[src/rtl/core/nsl_pkg.sv]
// Shared constants and types for the nearest site labeler.
// Used by the lane, tree, top level and checker files; depends on nothing.
package nsl_pkg;

	localparam int MAX_SITES  = 16;
	localparam int COORD_BITS = 16;

	// Fixed field widths of the ports.
	localparam int SLOT_BITS       = 4;
	localparam int COORD_IN_BITS   = 16;
	localparam int SITE_COUNT_BITS = 5;
	localparam int SITE_OUT_BITS   = 4;
	localparam int DIST_OUT_BITS   = 33;

	// The lane count is padded to a power of two so the minimum tree is full.
	localparam int SITE_IDX_BITS = (MAX_SITES > 1) ? $clog2(MAX_SITES) : 1;
	localparam int LANES         = 1 << SITE_IDX_BITS;
	localparam int SQ_BITS       = 2 * COORD_BITS;
	localparam int DIST_BITS     = SQ_BITS + 1;

	localparam logic OP_LOAD  = 1'b0;
	localparam logic OP_QUERY = 1'b1;

	typedef logic [COORD_BITS-1:0] coord_t;

	typedef struct packed {
		logic                     act;
		logic [SITE_IDX_BITS-1:0] idx;
		logic [DIST_BITS-1:0]     sq_dist;
	} node_t;

endpackage

[src/rtl/core/nsl_min_tree.sv]
// Registered minimum tree over the lane distances, one compare level per stage.
// Depends on nsl_pkg.
module nsl_min_tree (
	input  logic                                clk,
	input  logic                                arst_n,
	input  logic                                adv,
	input  logic                                vld_in,
	input  nsl_pkg::node_t [nsl_pkg::LANES-1:0] node_in,
	output logic                                vld_out,
	output nsl_pkg::node_t                      best
);
	import nsl_pkg::*;

	localparam int L = SITE_IDX_BITS;

	node_t [LANES-1:0] cur   [0:L-1];
	node_t [LANES-1:0] nxt   [1:L];
	node_t [LANES-1:0] lvl_s [1:L];
	logic  [L:1]       vld_s;

	// Upper wins if active and closer or lower inactive; ties keep the lower index.
	function automatic node_t pick(node_t a, node_t b);
		if (b.act && (!a.act || (b.sq_dist < a.sq_dist))) begin
			return b;
		end
		return a;
	endfunction

	always_comb begin
		cur[0] = node_in;
		for (int k = 1; k < L; k++) begin
			cur[k] = lvl_s[k];
		end
		for (int k = 1; k <= L; k++) begin
			nxt[k] = '0;
			for (int j = 0; j < LANES / 2; j++) begin
				if (j < (LANES >> k)) begin
					nxt[k][j] = pick(cur[k-1][2*j], cur[k-1][2*j+1]);
				end
			end
		end
	end

	always_ff @(posedge clk or negedge arst_n) begin
		if (!arst_n) begin
			vld_s <= '0;
		end else if (adv) begin
			vld_s[1] <= vld_in;
			for (int k = 2; k <= L; k++) begin
				vld_s[k] <= vld_s[k-1];
			end
		end
	end

	always_ff @(posedge clk) begin
		if (adv) begin
			for (int k = 1; k <= L; k++) begin
				lvl_s[k] <= nxt[k];
			end
		end
	end

	assign vld_out = vld_s[L];
	assign best    = lvl_s[L][0];

endmodule

[config.mk]
export PLATFORM = sky130hd
export DESIGN_NAME = nsl_min_tree
export DESIGN_NICKNAME = d
export VERILOG_FILES = /design/src/rtl/core/nsl_pkg.sv /design/src/rtl/core/nsl_min_tree.sv
export SDC_FILE = /design/constraint.sdc
export NUM_CORES = 1
export LEC_CHECK = 0
export CAP_MARGIN = 25
export CORE_AREA = 5 5 353 251
export CTS_BUF_LIST = sky130_fd_sc_hd__clkbuf_8
export DETAILED_ROUTE_END_ITERATION = 6
export DIE_AREA = 0 0 358 256
export DONT_BUFFER_PORTS = 1
export GPL_TIMING_DRIVEN = 0
export PLACE_DENSITY = 0.64
export SYNTH_ARGS = -nofsm -noshare
export SYNTH_HDL_FRONTEND = slang
export SYNTH_SLANG_ARGS = --single-unit
[constraint.sdc]
create_clock -name clk -period 3.1 [get_ports clk]
set_clock_uncertainty 0.05 [all_clocks]
set_input_delay 0.31 -clock clk [delete_from_list [all_inputs] [get_ports clk]]
set_output_delay 0.31 -clock clk [all_outputs]
set_load 0.01 [all_outputs]
==> reports/results.txt <==
Post-Place Worst Slack - -198.1 ps
initial antenna violation count - 9
crit path launch - node_in[230]
final max-slew violation count - 410
layout cells sized above 1 - 21.15%
clk root buf - clkbuf_8
Worst-path clk slew - 70 ps
drt total wl - 109.9 mm
Nets - 4794
Starting DRT DRC Count - 1816
DR vias/cell - 5.289
sequential area share after synthesis - 45.60%
Buf/Inv on CP - 4
worst-margin pin slew - 2396 ps
minimum hold slack - -168.0 ps
crit start category - input port
fmax - 328.0 MHz
GRT Resource Usage Total - 23.08%
final hold violations - 23
peak supply drop - 0.2754 mV
CP endpoint kind - register
synthesized flop and latch total - 574
Synth cell types - 41
DR vias - 26098
# hold bufs at CTS - 615
CP endpoint - lvl_s[0][434]$_DFFE_PP_
row cnt - 90
IO Pins - 651
Largest delay share family, worst path - compound AO/OA/AOI/OAI gates
Slew headroom - -59.76%
commonest non-fill, non-tap cell in the layout - dlygate4sd3_1
largest net degree at the start of global routing - 575
GPL Wtd Cong - 0.9060
setup ws final - 51.20 ps
minimum clock period - 3049 ps
crit path DAT - 3420 ps
Yosys Warn Count - 0
PortBufs - 0
HP Class - input port to register
Crit path largest cell delay - 570 ps
Finished Layout Cells - 4934
Syn Nets - 4054
RR Endpoint - lvl_s[0][961]$_DFFE_PP_
die width - 358 um
H-tree depth - 3
DRC viols - 0
final setup fails - 0
Worst Path Required - 3470 ps
R2R depth - 9
TritonRoute pass-1 iters - 6
number of max-cap violations - 0
Clk Latency, worst-skew pair - 710 ps
CTS Buf Count - 95
post-synthesis cell count - 2962
Setup Crit Path Kind - input port to register
fin area - 0.04747 mm^2
Clock Sinks - 574
Pwr Density - 491.5 mW/mm^2
first-pass GRT wire length - 160.7 mm
drt wl/cell - 22.27 um
Longest Clk Path Bufs - 3
worst r2r src - lvl_s[0][692]$_DFFE_PP_
area of placed instances - 0.03920 mm^2
core area - 0.08513 mm^2
Synth-to-Final Area Change - 25.73%
r2r setup slk - 110 ps
Post-Syn Area - 0.03776 mm^2
Final period util - 98.35%
vias in the first global route - 27084
status - complete, but fails checks
Fillers - 6979
Worst path depth - 11
mean post-synth cell area - 12.75 um^2
worst-path maximum fanout - 10
die area - 0.09165 mm^2
placed cells - 4112
commonest non-fill, non-tap cells in the layout - dlygate4sd3_1 (615), edfxtp_1 (570), inv_1 (552)
initial core utilization - 44.35%
remaining antenna violation count after routing - 0
Final Util - 55.77%
post-detail-place hpwl - 80.64 mm
die span in y - 256 um
Slowest cell on crit path - dlygate4sd3_1
grt total ovfl - 0
CTS tree - done
violations in the final reports - negative hold slack, max-slew violations
crit path cell chain - inv_1, ha_1, a211oi_1, o221ai_1, or4b_1, o2111ai_1, a31oi_4, buf_12, buf_6, mux2_4, dlygate4sd3_1
Leakage Power - 0.02094 uW
## worst register-to-register path, cell delays in order, from the launching register on
cell	delay [ps]
edfxtp_1	470
inv_1	80
ha_1	320
a21oi_1	180
o21ai_0	120
a221oi_1	320
a21oi_1	190
o22ai_4	280
buf_2	320
mux2_2	410
## registers in the layout, indices dropped and copies added (netlist names)
signal,flops
vld_s,4
lvl_s,570
## per-layer routing
layer	up-vias	part of all wire (%)	track usage (%)
met3	198	7.9	6.654
li1	12438	-	-
met5	-	0.023	0
met1	12576	45	31.75
met4	4	2.6	6.264
met2	882	44	35.76
## stage by stage
step           hold slack [ps]  setup TNS (ps)  total power [uW]
3_3_place_gp            -35.50           -9590             15820
2_1_floorplan           -35.59               0             14260
3_5_place_dp            -35.44          -10100             15890
5_1_grt                 -235.1          -6.245             24560
4_1_cts                 -233.0               0             23350
6_report                -168.0               0             23340
## where the power goes
group / switching, uW / leakage (uW) / total (uW) / internal (uW)
registers: 778 / 0.00562 / 10600 / 9850
clock network: 3150 / 0.00103 / 6420 / 3270
logic: 2750 / 0.0143 / 6290 / 3540
## cells by family after synthesis
family,share of synthesized area (%)
flip-flops,45.60
adder cells (fa/ha/maj),15.91
multiplexers,19.65
AND/OR/NAND/NOR,5.792
AO/OA/AOI/OAI,6.677
buffers and inverters,6.372
## final cells by class
type                            instances  area (um^2)  share of cell area (%)
Tap cell                             1150         1439                   3.031
Inverter                              521         1956                   4.119
Clock inverter                         79        436.7                  0.9198
Buffer                                 45        460.4                  0.9699
Clock buffer                           98         1349                   2.841
Sequential cell                       574        17220                   36.26
Multi-Input combinational cell       1822        18180                   38.30
Timing Repair Buffer                  643         6429                   13.54
Antenna cell                            2        5.005                 0.01054
## Yosys cell counts (all sizes together)
library cell	n	share of area [%]
edfxtp	570	45
mux2	559	20
inv	521	5.2
ha	480	16
a21oi	202	2.7
nand2	135	1.3
o21ai	83	1.1
nand4	79	1.3
nand3	46	0.61
buf	45	1.2
nor2b	28	0.46
nor2	21	0.21
a211oi	18	0.36
a221oi	18	0.42
nor4	17	0.68
or2	15	0.25
a22oi	14	0.28
nor3	14	0.19
a41oi	11	0.30
o2111ai	11	0.26
o221ai	11	0.27
a31oi	10	0.56
and4	10	0.23
nand2b	10	0.17
or4b	10	0.27
o211ai	6	0.16
a21o	4	0.080
dfrtp	4	0.27
o22ai	4	0.15
or4	3	0.060
a221o	1	0.027
nor4b	1	0.023
o31ai	1	0.033
## worst min path at each step
stage / from / to / slack (ps) / cells after the start
after floorplan: arst_n / vld_s[1]$_DFFE_PN0P_ / -40 / 0
after global placement: arst_n / vld_s[1]$_DFFE_PN0P_ / -40 / 0
after detailed placement: arst_n / vld_s[3]$_DFFE_PN0P_ / -40 / 0
after CTS: adv / lvl_s[0][512]$_DFFE_PP_ / -230 / 0
after global routing: adv / lvl_s[0][512]$_DFFE_PP_ / -240 / 0
final: adv / lvl_s[0][512]$_DFFE_PP_ / -170 / 0
## repair_timing
item,4_1_cts,5_1_grt
pin swaps,2,9
endpoints found under the setup margin,48,197
endpoints found under the hold margin,620,229
gates resized for setup,3,9
buffers inserted,5,23
cloned,0,0
Note: power is estimated with default switching activity, not from simulation.
